$ cat config.mk
export PLATFORM = sky130hd
export DESIGN_NAME = sensor_frame_crc_decode_flat
export DESIGN_NICKNAME = d
export VERILOG_FILES = /design/src/sfcd_pkg.sv /design/src/sfcd_byte_if.sv /design/src/sfcd_result_if.sv /design/src/sfcd_framer.sv /design/src/sfcd_convert.sv /design/src/sensor_frame_crc_decode.sv /design/src/flat_wrapper.sv
export VERILOG_INCLUDE_DIRS = /design/src /design/src/src
export SDC_FILE = /design/constraint.sdc
export NUM_CORES = 1
export LEC_CHECK = 0
export BUFFER_PORTS_ARGS = -buffer_cell sky130_fd_sc_hd__buf_2
export CORE_ASPECT_RATIO = 1.4
export CORE_UTILIZATION = 60
export DETAILED_ROUTE_END_ITERATION = 10
export PLACE_DENSITY = 0.85
export RECOVER_POWER = 50
export SLEW_MARGIN = 30
export SYNTH_ARGS = -nofsm -noshare
export SYNTH_HDL_FRONTEND = slang
export SYNTH_SLANG_ARGS = --single-unit
export TNS_END_PERCENT = 1
$ cat constraint.sdc
create_clock -name clk -period 9.3 [get_ports clk]
set_input_delay 0.93 -clock clk [delete_from_list [all_inputs] [get_ports clk]]
set_output_delay 0.93 -clock clk [all_outputs]
set_load 0.03 [all_outputs]
$ cat src/assert_macros.svh
// ----------------------------------------------------------------------------
// Assertion macros
// Shared concurrent assertion forms used by the sensor frame decoder.
// ----------------------------------------------------------------------------
`ifndef ASSERT_MACROS_SVH
`define ASSERT_MACROS_SVH

// The consequent must hold in the same cycle as the antecedent.
`define ASSERT_SAME(label, clk, rst_n, ante, cons) \
    label: assert property (@(posedge clk) disable iff (!rst_n) (ante) |-> (cons)) \
        else $error("assertion failed: same-cycle implication");

// The consequent must hold in the cycle after the antecedent.
`define ASSERT_NEXT(label, clk, rst_n, ante, cons) \
    label: assert property (@(posedge clk) disable iff (!rst_n) (ante) |=> (cons)) \
        else $error("assertion failed: next-cycle implication");

`endif

$ cat src/sfcd_pkg.sv
`timescale 1ns / 1ps
`default_nettype none
// ----------------------------------------------------------------------------
// Sensor frame decoder package
// Types, constants and the CRC-8 byte update shared by the decoder files.
// ----------------------------------------------------------------------------
package sfcd_pkg;

    // Result codes reported with each frame.
    typedef enum logic [1:0] {
        RC_OK         = 2'd0,
        RC_FIRST_CRC  = 2'd1,
        RC_SECOND_CRC = 2'd2
    } result_code_t;

    // Byte positions within a frame.
    localparam logic [2:0] POS_WORD0_HI = 3'd0;
    localparam logic [2:0] POS_WORD0_LO = 3'd1;
    localparam logic [2:0] POS_CRC0     = 3'd2;
    localparam logic [2:0] POS_WORD1_HI = 3'd3;
    localparam logic [2:0] POS_WORD1_LO = 3'd4;
    localparam logic [2:0] POS_CRC1     = 3'd5;
    localparam logic [2:0] POS_DONE     = 3'd7;

    // CRC-8 parameters.
    localparam logic [7:0] CRC_POLY = 8'h31;
    localparam logic [7:0] CRC_INIT = 8'hFF;

    // Conversion scale factors.
    localparam logic [14:0] TEMP_SPAN   = 15'd17500;
    localparam logic [13:0] HUM_SPAN    = 14'd10000;
    localparam logic [15:0] TEMP_OFFSET = 16'd4500;

    // Frame kind register values.
    localparam logic KIND_MEASURE = 1'b0;
    localparam logic KIND_STATUS  = 1'b1;

    // Completed frame handed from the framer to the conversion stage.
    typedef struct packed {
        logic         is_status;
        result_code_t code;
        logic [15:0]  word0;
        logic [15:0]  word1;
    } frame_event_t;

    // One byte of MSB-first CRC-8 without reflection.
    function automatic logic [7:0] crc8_byte(input logic [7:0] crc, input logic [7:0] data);
        logic [7:0] c;
        c = crc ^ data;
        for (int k = 0; k < 8; k++) begin
            if (c[7])
            begin
                c = {c[6:0], 1'b0} ^ CRC_POLY;
            end
            else
            begin
                c = {c[6:0], 1'b0};
            end
        end
        return c;
    endfunction

endpackage

`default_nettype wire

$ cat src/sfcd_byte_if.sv
`timescale 1ns / 1ps
`default_nettype none
// ----------------------------------------------------------------------------
// Byte channel
// Valid/ready channel carrying one received frame byte per transfer.
// ----------------------------------------------------------------------------
interface sfcd_byte_if;

    logic       valid;
    logic       ready;
    logic [7:0] rx_byte;
    logic       frame_start;

    modport source (output valid, output rx_byte, output frame_start, input ready);
    modport sink   (input valid, input rx_byte, input frame_start, output ready);

endinterface

`default_nettype wire

$ cat src/sfcd_result_if.sv
`timescale 1ns / 1ps
`default_nettype none
// ----------------------------------------------------------------------------
// Result channel
// Valid/ready channel carrying one decoded frame result per transfer.
// ----------------------------------------------------------------------------
interface sfcd_result_if;

    logic               valid;
    logic               ready;
    logic signed [14:0] temperature_centi;
    logic [13:0]        humidity_centi;
    logic [15:0]        status_word;
    logic [1:0]         result_code;

    modport source (
        output valid, output temperature_centi, output humidity_centi,
        output status_word, output result_code, input ready
    );
    modport sink (
        input valid, input temperature_centi, input humidity_centi,
        input status_word, input result_code, output ready
    );

endinterface

`default_nettype wire

$ cat src/sfcd_framer.sv
`timescale 1ns / 1ps
`default_nettype none
`include "assert_macros.svh"
// ----------------------------------------------------------------------------
// Frame tracker
// Follows the byte position, runs the CRC-8, holds the received words and
// registers one frame event when the last byte of a frame arrives.
// ----------------------------------------------------------------------------
module sfcd_framer (
    input  logic                 clk,
    input  logic                 rst_n,
    input  logic                 write_enable,
    input  logic                 write_data,
    sfcd_byte_if.sink            bytes,
    output logic                 ev_valid,
    output sfcd_pkg::frame_event_t ev,
    input  logic                 ev_ready
);
    import sfcd_pkg::*;

    logic         kind_reg;
    logic [2:0]   pos_reg, pos_next;
    logic [7:0]   crc_reg, crc_next;
    logic         first_ok_reg, first_ok_next;
    logic [15:0]  word0_reg, word0_next;
    logic [15:0]  word1_reg, word1_next;
    logic         ev_valid_reg, ev_valid_next;
    frame_event_t ev_reg, ev_next;

    logic         accept;
    logic         emit;
    logic [2:0]   pos_eff;
    logic [7:0]   crc_eff;
    logic [7:0]   crc_upd;
    logic         crc_match;

    // A byte is taken when the event register is free or being drained.
    assign bytes.ready = !ev_valid_reg || ev_ready;
    assign accept      = bytes.valid && bytes.ready;
    assign ev_valid    = ev_valid_reg;
    assign ev          = ev_reg;

    // Frame start restarts the position and the CRC.
    assign pos_eff   = bytes.frame_start ? POS_WORD0_HI : pos_reg;
    assign crc_eff   = bytes.frame_start ? CRC_INIT : crc_reg;
    assign crc_upd   = crc8_byte((pos_eff == POS_WORD1_HI) ? CRC_INIT : crc_eff, bytes.rx_byte);
    assign crc_match = (crc_eff == bytes.rx_byte);

    // Position, CRC, word capture and event generation.
    always_comb
    begin
        pos_next      = pos_reg;
        crc_next      = crc_reg;
        first_ok_next = first_ok_reg;
        word0_next    = word0_reg;
        word1_next    = word1_reg;
        emit          = 1'b0;
        ev_next       = ev_reg;
        if (accept)
        begin
            pos_next = pos_eff;
            crc_next = crc_eff;
            unique case (pos_eff)
                POS_WORD0_HI:
                begin
                    crc_next   = crc_upd;
                    word0_next = {bytes.rx_byte, 8'h00};
                    pos_next   = POS_WORD0_LO;
                end
                POS_WORD0_LO:
                begin
                    crc_next   = crc_upd;
                    word0_next = {word0_reg[15:8], bytes.rx_byte};
                    pos_next   = POS_CRC0;
                end
                POS_CRC0:
                begin
                    first_ok_next = crc_match;
                    if (kind_reg == KIND_STATUS)
                    begin
                        pos_next          = POS_DONE;
                        emit              = 1'b1;
                        ev_next.is_status = 1'b1;
                        ev_next.code      = crc_match ? RC_OK : RC_FIRST_CRC;
                        ev_next.word0     = word0_reg;
                        ev_next.word1     = word1_reg;
                    end
                    else
                    begin
                        pos_next = POS_WORD1_HI;
                    end
                end
                POS_WORD1_HI:
                begin
                    crc_next   = crc_upd;
                    word1_next = {bytes.rx_byte, 8'h00};
                    pos_next   = POS_WORD1_LO;
                end
                POS_WORD1_LO:
                begin
                    crc_next   = crc_upd;
                    word1_next = {word1_reg[15:8], bytes.rx_byte};
                    pos_next   = POS_CRC1;
                end
                POS_CRC1:
                begin
                    pos_next          = POS_DONE;
                    emit              = 1'b1;
                    ev_next.is_status = 1'b0;
                    ev_next.word0     = word0_reg;
                    ev_next.word1     = word1_reg;
                    if (!first_ok_reg)
                    begin
                        ev_next.code = RC_FIRST_CRC;
                    end
                    else if (!crc_match)
                    begin
                        ev_next.code = RC_SECOND_CRC;
                    end
                    else
                    begin
                        ev_next.code = RC_OK;
                    end
                end
                default:
                begin
                    // Complete frame: bytes are dropped until the next start.
                    pos_next = pos_eff;
                end
            endcase
        end
    end

    // The event register fills on a frame end and drains on a downstream transfer.
    always_comb
    begin
        ev_valid_next = ev_valid_reg;
        if (ev_ready)
        begin
            ev_valid_next = 1'b0;
        end
        if (emit)
        begin
            ev_valid_next = 1'b1;
        end
    end

    // Control state.
    always_ff @(posedge clk or negedge rst_n)
    begin
        if (!rst_n)
        begin
            kind_reg     <= KIND_MEASURE;
            pos_reg      <= POS_WORD0_HI;
            crc_reg      <= CRC_INIT;
            first_ok_reg <= 1'b0;
            ev_valid_reg <= 1'b0;
        end
        else
        begin
            if (write_enable)
            begin
                kind_reg <= write_data;
            end
            pos_reg      <= pos_next;
            crc_reg      <= crc_next;
            first_ok_reg <= first_ok_next;
            ev_valid_reg <= ev_valid_next;
        end
    end

    // Payload registers.
    always_ff @(posedge clk)
    begin
        word0_reg <= word0_next;
        word1_reg <= word1_next;
        if (emit)
        begin
            ev_reg <= ev_next;
        end
    end

    // Position six is never reached.
    `ASSERT_SAME(a_pos_legal, clk, rst_n, 1'b1, pos_reg != 3'd6)
    // Each event closes the frame.
    `ASSERT_NEXT(a_emit_done, clk, rst_n, emit, pos_reg == POS_DONE && ev_valid_reg)
    // Events come only from a CRC byte position.
    `ASSERT_SAME(a_emit_pos, clk, rst_n, emit, pos_eff == POS_CRC0 || pos_eff == POS_CRC1)

endmodule

`default_nettype wire

$ cat src/sfcd_convert.sv
`timescale 1ns / 1ps
`default_nettype none
`include "assert_macros.svh"
// ----------------------------------------------------------------------------
// Result conversion
// Scales the raw words to centidegrees and centipercent and holds the
// result in the output register.
// ----------------------------------------------------------------------------
module sfcd_convert (
    input  logic                   clk,
    input  logic                   rst_n,
    input  logic                   ev_valid,
    input  sfcd_pkg::frame_event_t ev,
    output logic                   ev_ready,
    sfcd_result_if.source          results
);
    import sfcd_pkg::*;

    logic               out_valid_reg, out_valid_next;
    logic signed [14:0] temp_reg, temp_next;
    logic [13:0]        hum_reg, hum_next;
    logic [15:0]        status_reg, status_next;
    logic [1:0]         code_reg, code_next;

    logic               advance;
    logic               meas_ok;
    logic [30:0]        temp_prod, temp_adj;
    logic [29:0]        hum_prod, hum_adj;
    logic [14:0]        temp_q;
    logic [13:0]        hum_q;
    logic [15:0]        temp_diff;

    assign advance  = !out_valid_reg || results.ready;
    assign ev_ready = advance;

    // Divide by 65535 as (y + (y >> 16)) >> 16 with y = x + 1, exact for
    // quotients below 65536.
    assign temp_prod = 31'(ev.word0) * 31'(TEMP_SPAN) + 31'd1;
    assign temp_adj  = temp_prod + 31'(temp_prod[30:16]);
    assign temp_q    = temp_adj[30:16];
    assign hum_prod  = 30'(ev.word1) * 30'(HUM_SPAN) + 30'd1;
    assign hum_adj   = hum_prod + 30'(hum_prod[29:16]);
    assign hum_q     = hum_adj[29:16];
    assign temp_diff = {1'b0, temp_q} - TEMP_OFFSET;

    // Field selection by frame kind and result code.
    assign meas_ok     = !ev.is_status && (ev.code == RC_OK);
    assign temp_next   = meas_ok ? signed'(temp_diff[14:0]) : 15'sd0;
    assign hum_next    = meas_ok ? hum_q : 14'd0;
    assign status_next = (ev.is_status && (ev.code == RC_OK)) ? ev.word0 : 16'd0;
    assign code_next   = ev.code;

    assign out_valid_next = (ev_valid && advance) || (out_valid_reg && !results.ready);

    // Output valid.
    always_ff @(posedge clk or negedge rst_n)
    begin
        if (!rst_n)
        begin
            out_valid_reg <= 1'b0;
        end
        else
        begin
            out_valid_reg <= out_valid_next;
        end
    end

    // Output payload loads on each transfer from the framer.
    always_ff @(posedge clk)
    begin
        if (ev_valid && advance)
        begin
            temp_reg   <= temp_next;
            hum_reg    <= hum_next;
            status_reg <= status_next;
            code_reg   <= code_next;
        end
    end

    assign results.valid             = out_valid_reg;
    assign results.temperature_centi = temp_reg;
    assign results.humidity_centi    = hum_reg;
    assign results.status_word       = status_reg;
    assign results.result_code       = code_reg;

    // A failed frame reports no readings.
    `ASSERT_SAME(a_err_zero, clk, rst_n, out_valid_reg && code_reg != RC_OK,
        temp_reg == 15'sd0 && hum_reg == 14'd0 && status_reg == 16'd0)
    // Humidity stays within full scale.
    `ASSERT_SAME(a_hum_range, clk, rst_n, out_valid_reg, hum_reg <= HUM_SPAN)
    // A pending event is not lost while the output stalls.
    `ASSERT_SAME(a_stall_hold, clk, rst_n, ev_valid && !advance, out_valid_reg)

endmodule

`default_nettype wire

$ cat src/sensor_frame_crc_decode.sv
`timescale 1ns / 1ps
`default_nettype none
// ----------------------------------------------------------------------------
// Sensor frame CRC decode
// Checks and decodes measurement and status frames from a humidity and
// temperature sensor, one byte per transfer.
// ----------------------------------------------------------------------------
// The block takes one byte per clock cycle while the event register is
// free or being drained. Each data byte updates the CRC-8 (polynomial
// 0x31, init 0xFF) and every byte the frame position; on the last byte of
// a frame the decoded event is registered, then scaled by 16x15 and 16x14
// multiplies and reciprocal correction into the output register. The event
// register and the output register together let bytes keep flowing while a
// result waits to be taken. frame_kind is written through write_enable and
// write_data and is sampled at the first CRC byte of each frame. There is
// no clearing pass after reset.
module sensor_frame_crc_decode (
    input  logic          clk,
    input  logic          rst_n,
    sfcd_byte_if.sink     bytes,
    sfcd_result_if.source results,
    input  logic          write_enable,
    input  logic          write_data
);
    import sfcd_pkg::*;

    logic         ev_valid;
    logic         ev_ready;
    frame_event_t ev;

    // Byte tracking and CRC check.
    sfcd_framer u_framer (
        .clk          (clk),
        .rst_n        (rst_n),
        .write_enable (write_enable),
        .write_data   (write_data),
        .bytes        (bytes),
        .ev_valid     (ev_valid),
        .ev           (ev),
        .ev_ready     (ev_ready)
    );

    // Scaling and output register.
    sfcd_convert u_convert (
        .clk      (clk),
        .rst_n    (rst_n),
        .ev_valid (ev_valid),
        .ev       (ev),
        .ev_ready (ev_ready),
        .results  (results)
    );

endmodule

`default_nettype wire
$ cat src/flat_wrapper.sv
// flat-port wrapper written by rule: the top's interface ports become plain ports
module sensor_frame_crc_decode_flat import sfcd_pkg::*;
  (clk, rst_n, write_enable, write_data, bytes_valid, bytes_rx_byte, bytes_frame_start, bytes_ready, results_valid, results_temperature_centi, results_humidity_centi, results_status_word, results_result_code, results_ready);
  sfcd_byte_if bytes_i ();
  sfcd_result_if results_i ();
  input  logic clk;
  input  logic rst_n;
  input  logic write_enable;
  input  logic write_data;
  input wire logic [$bits(bytes_i.valid)-1:0] bytes_valid;
  input wire logic [$bits(bytes_i.rx_byte)-1:0] bytes_rx_byte;
  input wire logic [$bits(bytes_i.frame_start)-1:0] bytes_frame_start;
  output wire logic [$bits(bytes_i.ready)-1:0] bytes_ready;
  output wire logic [$bits(results_i.valid)-1:0] results_valid;
  output wire logic [$bits(results_i.temperature_centi)-1:0] results_temperature_centi;
  output wire logic [$bits(results_i.humidity_centi)-1:0] results_humidity_centi;
  output wire logic [$bits(results_i.status_word)-1:0] results_status_word;
  output wire logic [$bits(results_i.result_code)-1:0] results_result_code;
  input wire logic [$bits(results_i.ready)-1:0] results_ready;
  assign bytes_i.valid = bytes_valid;
  assign bytes_i.rx_byte = bytes_rx_byte;
  assign bytes_i.frame_start = bytes_frame_start;
  assign bytes_ready = bytes_i.ready;
  assign results_valid = results_i.valid;
  assign results_temperature_centi = results_i.temperature_centi;
  assign results_humidity_centi = results_i.humidity_centi;
  assign results_status_word = results_i.status_word;
  assign results_result_code = results_i.result_code;
  assign results_i.ready = results_ready;
  sensor_frame_crc_decode u_core (.clk(clk), .rst_n(rst_n), .bytes(bytes_i), .results(results_i), .write_enable(write_enable), .write_data(write_data));
endmodule
Word level (Yosys, flattened, before mapping) --
Index checks and enable logic that the tools add are counted.
Word-level totals: register bits 129, bits in latches 0, bits in writable memories 0, ROM bits 0, input bits 15, output and inout bits 49, word-level logic and storage cells 94, memories kept 0
Cells by class: add/sub/neg operators 5, multipliers 2, div/mod/pow operators 0, $lt $le $gt $ge 0, eq/ne operators 7, shift operators 0, multiplexer cells 26, bitwise gates (word level) 11, reduce and logical (&&, ||, !) cells 25
Operators with widths (count):
- case mux 35 bit (2 select lines) | 1
- case mux 16 bit (2 select lines) | 2
- 2-to-1 mux 6 bit | 8
- 2-to-1 mux 35 bit | 1
- adder 31 x 1 -> 31 bit (second input constant) | 1
- adder 31 x 15 -> 31 bit | 1
- adder 30 x 1 -> 30 bit (second input constant) | 1
- adder 30 x 14 -> 30 bit | 1
- multiplier 16 x 13 -> 29 bit (second input constant) | 1
- multiplier 16 x 10 -> 26 bit (second input constant) | 1
- 2-to-1 mux 8 bit | 3
- NOT 3 bit | 8
- case mux 3 bit (6 select lines) | 1
- subtractor 15 x 13 -> 15 bit (second input constant) | 1
- equality test 8 bit | 1
- nonzero test 2 bit | 4
- bitwise XOR 8 bit | 1
- equality test 3 x 2 -> 1 bit (second input constant) | 2
- equality test 3 bit (second input constant) | 2
- 2-to-1 mux 3 bit | 2
- AND reduction 2 bit | 3
- AND reduction 3 bit | 2
- logical AND 1 bit | 5
- 2-to-1 mux 1 bit | 5
- 11 further kinds | 18

Depth between registers and ports, before layout --
Gate-level depths: netlist of run 1.
word-level depth 21, mapped depth 35

Cells and area by module --
Synthesis of run 1 repeated with hierarchy kept, for this count alone.
Unflattened totals: cell total of the unflattened synthesis 1226, area, all modules 12399.4 µm²
Modules (own cells, without submodules):
- sfcd_convert | times used 1, cells an instance 973, area each 8953.6 µm², seq. area each 1436.4 µm²
- sfcd_framer | times used 1, cells an instance 253, area each 3445.8 µm², seq. area each 2372.3 µm²

Least setup slack after synthesis of run 1 --
No wires, ideal clock.
path type register to register, start register u_core.u_framer.ev_reg (netlist bit u_core.u_framer.ev[27]), end register u_core.u_convert.temp_reg[12] (netlist: u_core.u_convert.results.temperature_centi[12]) (data pin), arrival time 7.123 ns, data required time 9.154 ns, path slack 2.031 ns, stages on the path, launching flop included 34, clock period less this slack 7.269 ns, path through edfxtp_1 ha_1 inv_1 fa_1 inv_1 ha_1 fa_1 inv_1 fa_1 inv_1 ha_1 buf_2 nand3_1 a211o_1 a211oi_1 o31ai_1 nand2b_1 xor2_1 ha_1 o21ai_0 nor2_1 o31a_1 o21ai_0 o211ai_1 a211o_1 o21ai_0 nor2_1 xnor2_1 ha_1 nand2_1 o21ai_0 nor2_2 or3_1 a21oi_1
On the way: word-level cells in the longest chain between the ends 4
RTL lines:
- start, declared | line sfcd_framer.sv:28 | frame_event_t ev_reg, ev_next;
- start signal, assigned | line sfcd_framer.sv:179 | ev_reg <= ev_next;
- multiplier 16 x 13 -> 29 bit | line sfcd_convert.sv:38 | assign temp_prod = 31'(ev.word0) * 31'(TEMP_SPAN) + 31'd1;
- adder 31 x 1 -> 31 bit | line sfcd_convert.sv:38
- adder 31 x 15 -> 31 bit | line sfcd_convert.sv:39 | assign temp_adj = temp_prod + 31'(temp_prod[30:16]);
- subtractor 15 x 13 -> 15 bit | line sfcd_convert.sv:44 | assign temp_diff = {1'b0, temp_q} - TEMP_OFFSET;
- end signal, assigned | line sfcd_convert.sv:73 | temp_reg <= temp_next;
- end, declared | line sfcd_convert.sv:20 | logic signed [14:0] temp_reg, temp_next;
No other way between the ends. A chain may end at the register's enable or synchronous reset.

Worst setup path after layout of run 1 --
start register u_core.u_framer.ev_reg (netlist bit u_core.u_framer.ev[26]), end register u_core.u_convert.temp_reg[12] (netlist: u_core.u_convert.results.temperature_centi[12]) (data pin)
Same word-level chain as after synthesis.

==> results of run 1 <==
## metrics by stage
stage | hold WS [ns] | std cells | cell area [um2] | worst slack (ns) | total power (W)
floorplan | 0.400 | 1207 | 12200 | 2.03 | 0.00271
global placement | 0.401 | 1498 | 12800 | 1.46 | 0.00312
detailed placement | 0.405 | 1498 | 12800 | 1.20 | 0.00319
CTS | 0.406 | 1530 | 13400 | 1.18 | 0.00394
global route | 0.418 | 1530 | 13400 | 0.641 | 0.00430
finish | 0.406 | 1530 | 13400 | 1.08 | 0.00395
## power breakdown
group	internal [W]	switching, W
registers	0.000712	0.0000607
logic	0.000996	0.00147
clock network	0.000430	0.000285
total	0.00214	0.00181
## kinds of logic (layout without fill, tap and decap cells)
family / after synthesis / in the layout
AND/OR/NAND/NOR: 284 / 284
adder cells (fa/ha/maj): 270 / 270
buffers and inverters: 255 / 326
AO/OA/AOI/OAI: 179 / 179
flip-flops: 129 / 129
XOR/XNOR: 84 / 84
multiplexers: 6 / 6
## layer usage
| metal | part of all wire (%) | up-vias | global-route usage, % |
|---|---|---|---|
| li1 | - | 4186 | - |
| met1 | 40 | 4075 | 29.8 |
| met2 | 53 | 234 | 47.9 |
| met3 | 4.1 | 63 | 3.63 |
| met4 | 3.1 | 0 | 12.1 |
| met5 | 0 | - | 0 |
## layout make-up
| type | count | share of cell area [%] |
|---|---|---|
| clock buffers | 17 | 3.17 |
| repair buffers | 65 | 2.20 |
| well taps | 252 | 2.35 |
| flip-flops and latches | 129 | 28.4 |
| multi-input cells | 823 | 56.0 |
| clock inverters | 15 | 1.47 |
| inverters | 229 | 6.41 |
## cells in the final DEF (no fill, tap or decap), drive strengths merged, types with 4 or more instances in the layout
cell | Yosys | final
or3 | 6 | 6
nor2b | 24 | 24
nand2 | 47 | 47
nand3 | 12 | 12
o31ai | 6 | 6
clkbuf | 24 | 43
a21o | 14 | 14
dfstp | 8 | 8
and3 | 9 | 9
edfxtp | 114 | 114
a31oi | 11 | 11
dfrtp | 7 | 7
fa | 80 | 80
ha | 190 | 190
nor3b | 4 | 4
nor4 | 5 | 5
o22ai | 5 | 5
a21oi | 47 | 47
or2 | 6 | 6
o211ai | 4 | 4
a211oi | 10 | 10
nand4 | 5 | 5
nor2 | 73 | 73
nor3 | 29 | 29
a31o | 4 | 4
buf | 2 | 39
o21ai | 43 | 43
a211o | 5 | 5
mux2i | 4 | 4
o21a | 8 | 8
nand2b | 14 | 14
xor2 | 33 | 33
inv | 229 | 236
xnor2 | 51 | 51
and2 | 40 | 40
## worst max path at each step
stage / endpoint / slack (ns) / cells after the start
global placement: u_core.u_convert.results.temperature_centi[12]$_SDFFCE_PN0P_ / 1.46 / 32
global route: u_core.u_convert.results.temperature_centi[12]$_SDFFCE_PN0P_ / 0.64 / 32
CTS: u_core.u_convert.results.temperature_centi[12]$_SDFFCE_PN0P_ / 1.18 / 32
finish: u_core.u_convert.results.temperature_centi[12]$_SDFFCE_PN0P_ / 1.08 / 32
floorplan: u_core.u_convert.results.temperature_centi[12]$_SDFFCE_PN0P_ / 2.03 / 33
detailed placement: u_core.u_convert.results.temperature_centi[12]$_SDFFCE_PN0P_ / 1.20 / 32
## critical path, delay by kind of cell (launching register included)
family	cells	cell delay [ns]
adder cells (fa/ha/maj)	8	3.17
XOR/XNOR	2	0.52
flip-flops	1	0.55
buffers and inverters	4	0.22
AO/OA/AOI/OAI	11	2.62
AND/OR/NAND/NOR	7	0.98
==> metrics.yaml, run 1 <==
floorplanning:
  num_rows: 61
  core_area_um2: 19900
  initial_core_util_pct: 61.5
  ios: 64
  fp.dieW_um: 123
  die_area_um2: 21000
  die_h_um: 171
finish:
  regArea_um2: 3810
  multiInputGateArea_um2: 7500
  fin_util_pct: 67.3
  final_layout_size_suffix_gt1_share_pct: 9.23
  largest_reg_flops: 35
  layout.nets: 1550
  fillerInstances: 1466
  antennaDiodeCount: 0
  area_delta_synth_final_pct: 9.47
critical_path:
  cp_common_cell: "ha_1"
  cp-startpoint: "u_core.u_framer.ev[26]$_DFFE_PP_"
  r2r_cells: 32
  critPathSlowestCell: "edfxtp_1"
  crit_type: "reg2reg"
  cp-end-kind: "flip-flop"
  r2r_start: "u_core.u_framer.ev[26]$_DFFE_PP_"
  cp-start-kind: "flip-flop"
  worstPathRequired_ns: 9.58
  crit_path_max_incr_delay_ns: 0.55
  r2r_end: "u_core.u_convert.results.temperature_centi[12]$_SDFFCE_PN0P_"
  worstPathMaxFanout: 7
  rrSetupSlack_ns: 1.08
  arrival_ns: 8.49
synthesis:
  synthCells: 1207
  synth_top_family_by_area: "adder cells"
  ys_ff_latch: 129
  synth_edf_count: 114
  synth.top_cell.area_share_pct: 28.0
  syn_nets: 1492
  synth_compound_area_share_pct: 9.93
  yosys.area_share.simple_pct: 12.1
  synthAdderAreaFrac_pct: 32.5
  ys_async_sr_fraction_pct: 11.6
  synth_area_leaders: "edfxtp_1 (28%), ha_1 (19%), fa_1 (13%), inv_1 (7.0%), xnor2_1 (3.6%)"
  synth_common_cells: "inv_1 (229), ha_1 (190), edfxtp_1 (114)"
  synth_top_cell_by_area: "edfxtp_1"
  ys_types: 75
  ys_seq_area_share_pct: 31.1
  synth-xor-area-share_pct: 6.01
  syn_avg_cell_area_um2: 10.1
  ys.flop_type: "edfxtp_1"
  ys_warn_count: 0
  yosys.cell_count.top_type: "inv_1"
  synthMuxAreaShare_pct: 0.511
  syn_area_um2: 12200
power_and_ir_drop:
  p_leak_nw: 6.27
  powerDensity_nw_per_um2: 295
  ir_worst_vdd_uv: 204
clock_tree:
  cts_root_buf: "clkbuf_16"
  hold_buffers: 0
  cts_sinks: 129
  clk_pin_slew_ns: 0.07
  clock_latency_ns: 0.43
  post-cts-setup-buffer-count: 0
  cts_resized: 0
  htreeDepth: 4
  tritoncts: "yes"
  cts_buffer_depth: 2
  cts_made_buffers: 17
route:
  first_pass_iters: 7
  drt-vias-per-instance: 5.59
  drc: 0
  drtIter0Drc: 457
  wl_per_cell_um: 16.5
  totalWireLength_um: 25200
  antenna_left: 0
  via_count: 8558
hold_path:
  whs_path_depth: 0
  hp-start: "u_core.u_framer.word0_reg[5]$_SDFFCE_PN0P_"
  hold_end: "u_core.u_framer.ev[21]$_DFFE_PP_"
  worstHoldPathType: "reg2reg"
global_routing:
  grt_pass1_vias: 9021
  grt_start_max_net_pins: 48
  grt_first_pass_wirelength_um: 42100
  grt_usage_pct: 26.2
  grt_overflow: 0
  antenna_found_initial: 0
sta:
  hold_violations: 0
  rsz0062_at_grt: "false"
  min_period_over_period_pct: 88.3
  max_freq_ghz: 0.122
  timing_worst_slew_pin_value_ns: 3.18
  slew_headroom_pct: -112
  fin_tns_setup_ns: 0
  period_minus_slack_ns: 8.22
  setup-violations-final: 0
  fin_skew_ns: 0.0116
  slew_violations: 65
status:
  status: "finished, violations left"
  violations: "max-capacitance violations, max-slew violations"
run:
  drv_cap: 2
placed_design:
  gp_congestion: 0.942
  hpwl_um: 19900
  io_buffers: 63
(Power assumes the default switching activity.)
==> inputs of run 2 (changes only) <==
ABC_AREA = 1   (was not set)
==> metrics.yaml, run 2 <==
global_routing:
  grt_pass1_vias: 12000  # was 9021
  grt_overflow: 0  # unchanged
  grt_start_max_net_pins: 48  # unchanged
  antenna_found_initial: 0  # unchanged
  grt_usage_pct: 30.2  # was 26.2%
  grt_first_pass_wirelength_um: 56900  # was 42100 um
synthesis:
  syn_avg_cell_area_um2: 8.06  # was 10.1 um2
  ys.flop_type: "edfxtp_1"  # unchanged
  ys_seq_area_share_pct: 27.0  # was 31.1%
  ys_async_sr_fraction_pct: 11.6  # unchanged
  ys_warn_count: 0  # unchanged
  ys_types: 55  # was 75
  synth_edf_count: 114  # unchanged
  synth_area_leaders: "edfxtp_1 (24%), ha_1 (17%), fa_1 (11%), inv_1 (10%), nand2_1 (8.3%)"  # was edfxtp_1 (28%), ha_1 (19%), fa_1 (13%), inv_1 (7.0%), xnor2_1 (3.6%)
  synth_top_cell_by_area: "edfxtp_1"  # unchanged
  synth.top_cell.area_share_pct: 24.3  # was 28.0%
  synthCells: 1748  # was 1207
  yosys.cell_count.top_type: "inv_1"  # unchanged
  syn_nets: 2033  # was 1492
  ys_ff_latch: 129  # unchanged
  syn_area_um2: 14100  # was 12200 um2
  synth_common_cells: "inv_1 (384), nand2_1 (313), ha_1 (190)"  # was inv_1 (229), ha_1 (190), edfxtp_1 (114)
clock_tree:
  clk_pin_slew_ns: 0.07  # about the same
  cts_made_buffers: 17  # unchanged
  cts_buffer_depth: 2  # unchanged
  clock_latency_ns: 0.44  # was 0.43 ns
  cts_sinks: 129  # unchanged
  post-cts-setup-buffer-count: 0  # unchanged
  hold_buffers: 0  # unchanged
  tritoncts: "yes"  # unchanged
  htreeDepth: 4  # unchanged
  cts_resized: 0  # unchanged
  cts_root_buf: "clkbuf_16"  # unchanged
power_and_ir_drop:
  p_seq_share_pct: 17.2  # was 19.5%
  powerDensity_nw_per_um2: 280  # was 295 nW/um2
  p_clk_share_pct: 15.6  # was 18.1%
  netSwitchingFraction_pct: 52.9  # was 45.9%
  p_total_w: 0.00431  # was 0.00395 W
  p_int_w: 0.00203  # was 0.00214 W
  ir_worst_vdd_uv: 199  # was 204 uV
  p_leak_nw: 7.81  # was 6.27 nW
  comb_power_share_pct: 67.2  # was 62.4%
  p_sw_w: 0.00228  # was 0.00181 W
sta:
  slew_headroom_pct: -81.1  # was -112%
  fin_skew_ns: 0.0171  # was 0.0116 ns
  fin_tns_setup_ns: 0  # unchanged
  hold_violations: 0  # unchanged
  min_period_over_period_pct: 77.2  # was 88.3%
  slew_violations: 48  # was 65
  max_freq_ghz: 0.139  # was 0.122 GHz
  rsz0062_at_grt: "false"  # unchanged
  setup-violations-final: 0  # unchanged
  period_minus_slack_ns: 7.18  # was 8.22 ns
  timing_worst_slew_pin_value_ns: 2.72  # was 3.18 ns
critical_path:
  worstPathRequired_ns: 9.51  # was 9.58 ns
  crit_path_max_incr_delay_ns: 0.53  # was 0.55 ns
  arrival_ns: 7.39  # was 8.49 ns
  cp-end-kind: "flip-flop"  # unchanged
  critPathSlowestCell: "edfxtp_1"  # unchanged
  worstPathMaxFanout: 7  # unchanged
  crit_type: "reg2reg"  # unchanged
  cp_common_cell: "nand2_1"  # was ha_1
  cp-start-kind: "flip-flop"  # unchanged
floorplanning:
  num_rows: 66  # was 61
  core_area_um2: 23100  # was 19900 um2
  die_h_um: 183  # was 171 um
  die_area_um2: 24100  # was 21000 um2
  initial_core_util_pct: 60.9  # was 61.5%
  ios: 64  # unchanged
  fp.dieW_um: 132  # was 123 um
finish:
  area_delta_synth_final_pct: 8.99  # was 9.47%
  final_common_cell: "inv_1"  # unchanged
  layout_common_cells: "inv_1 (384), nand2_1 (313), ha_1 (190)"  # was inv_1 (229), ha_1 (190), edfxtp_1 (114)
  largest_reg_flops: 35  # unchanged
  fin_util_pct: 66.4  # was 67.3%
  antennaDiodeCount: 0  # unchanged
  layout.nets: 2108  # was 1550
  final_layout_size_suffix_gt1_share_pct: 9.31  # was 9.23%
run:
  drv_cap: 1  # was 2
route:
  wl_per_cell_um: 16.4  # was 16.5 um
  antenna_left: 0  # unchanged
  drt-vias-per-instance: 5.49  # was 5.59
  drtIter0Drc: 791  # was 457
  via_count: 11800  # was 8558
  totalWireLength_um: 35100  # was 25200 um
  drc: 0  # unchanged
  first_pass_iters: 7  # unchanged
status:
  status: "finished, violations left"  # unchanged
  violations: "max-capacitance violations, max-slew violations"  # unchanged
placed_design:
  io_buffers: 63  # unchanged
  hpwl_um: 28800  # was 19900 um
  gp_congestion: 0.979  # was 0.942
hold_path:
  worstHoldPathType: "reg2reg"  # unchanged
[run 2: layout make-up]
type | instances | area (um2)
multi-input cells | 1207 | 8770
flip-flops and latches | 129 | 3810
repair buffers | 67 | 313
well taps | 306 | 383
fillers | 1885 | 7760
clock buffers | 20 | 437
clock inverters | 12 | 141
inverters | 401 | 1510
[run 2: kinds of logic (layout without fill, tap and decap cells)]
family / Yosys count / after routing / synth area share (%)
buffers and inverters: 412 / 500 / 11.0
AND/OR/NAND/NOR: 711 / 711 / 23.3
XOR/XNOR: 51 / 51 / 3.36
AO/OA/AOI/OAI: 175 / 175 / 7.03
adder cells (fa/ha/maj): 270 / 270 / 28.2
flip-flops: 129 / 129 / 27.0
[run 2: per-stage QoR]
step,instance area [um2],hold WS (ns),setup slack (ns),std cells
floorplan,14100,0.400,2.89,1748
finish,15400,0.405,2.12,2142
global route,15400,0.424,1.45,2142
CTS,15400,0.400,2.14,2142
global placement,14800,0.400,2.36,2109
detailed placement,14800,0.405,2.19,2110
[run 2: layer usage]
layer | track usage [%] | wire (um)
met4 | 18.9 | 2070
met3 | 3.68 | 1440
met1 | 31.5 | 13300
met5 | 0 | 0
met2 | 57.2 | 18300
[run 2: power groups by stage]
stage                     registers [W]  clock network (W)  logic, W
after detailed placement       0.000749                  0   0.00281
after global placement         0.000747                  0   0.00275
after global routing           0.000745           0.000697   0.00321
after CTS                      0.000738           0.000672   0.00284
final                          0.000740           0.000672   0.00290
after floorplan                0.000758                  0   0.00213
[run 2: worst max-delay path, delay by kind of cell, from the launching register on]
| kind | cells | cell delay [ns] |
|---|---|---|
| fa+ha+maj | 8 | 3.19 |
| simple gates | 19 | 1.98 |
| buf+inv | 9 | 0.58 |
| flops | 1 | 0.53 |
| xor+xnor | 1 | 0.33 |
| compound gates | 2 | 0.33 |
[run 2: path summary, 6_finish.rpt]
path                                                             start                                                            to  slack, ns  depth (start not counted)
worst min register to register  u_core.u_framer.word0_reg[9]$_DFFE_PP_                              u_core.u_framer.ev[25]$_DFFE_PP_       0.41                          0
worst min-delay path            u_core.u_framer.word0_reg[9]$_DFFE_PP_                              u_core.u_framer.ev[25]$_DFFE_PP_       0.41                          0
max in group asynchronous                                        rst_n                      u_core.u_convert.results.valid$_DFF_PN0_       8.13                          1
min in group asynchronous                                        rst_n                      u_core.u_framer.first_ok_reg$_DFFE_PN0P_       0.60                          1
worst max register to register        u_core.u_framer.ev[26]$_DFFE_PP_  u_core.u_convert.results.temperature_centi[14]$_SDFFCE_PN0P_       2.12                         39
worst max-delay path                  u_core.u_framer.ev[26]$_DFFE_PP_  u_core.u_convert.results.temperature_centi[14]$_SDFFCE_PN0P_       2.12                         39
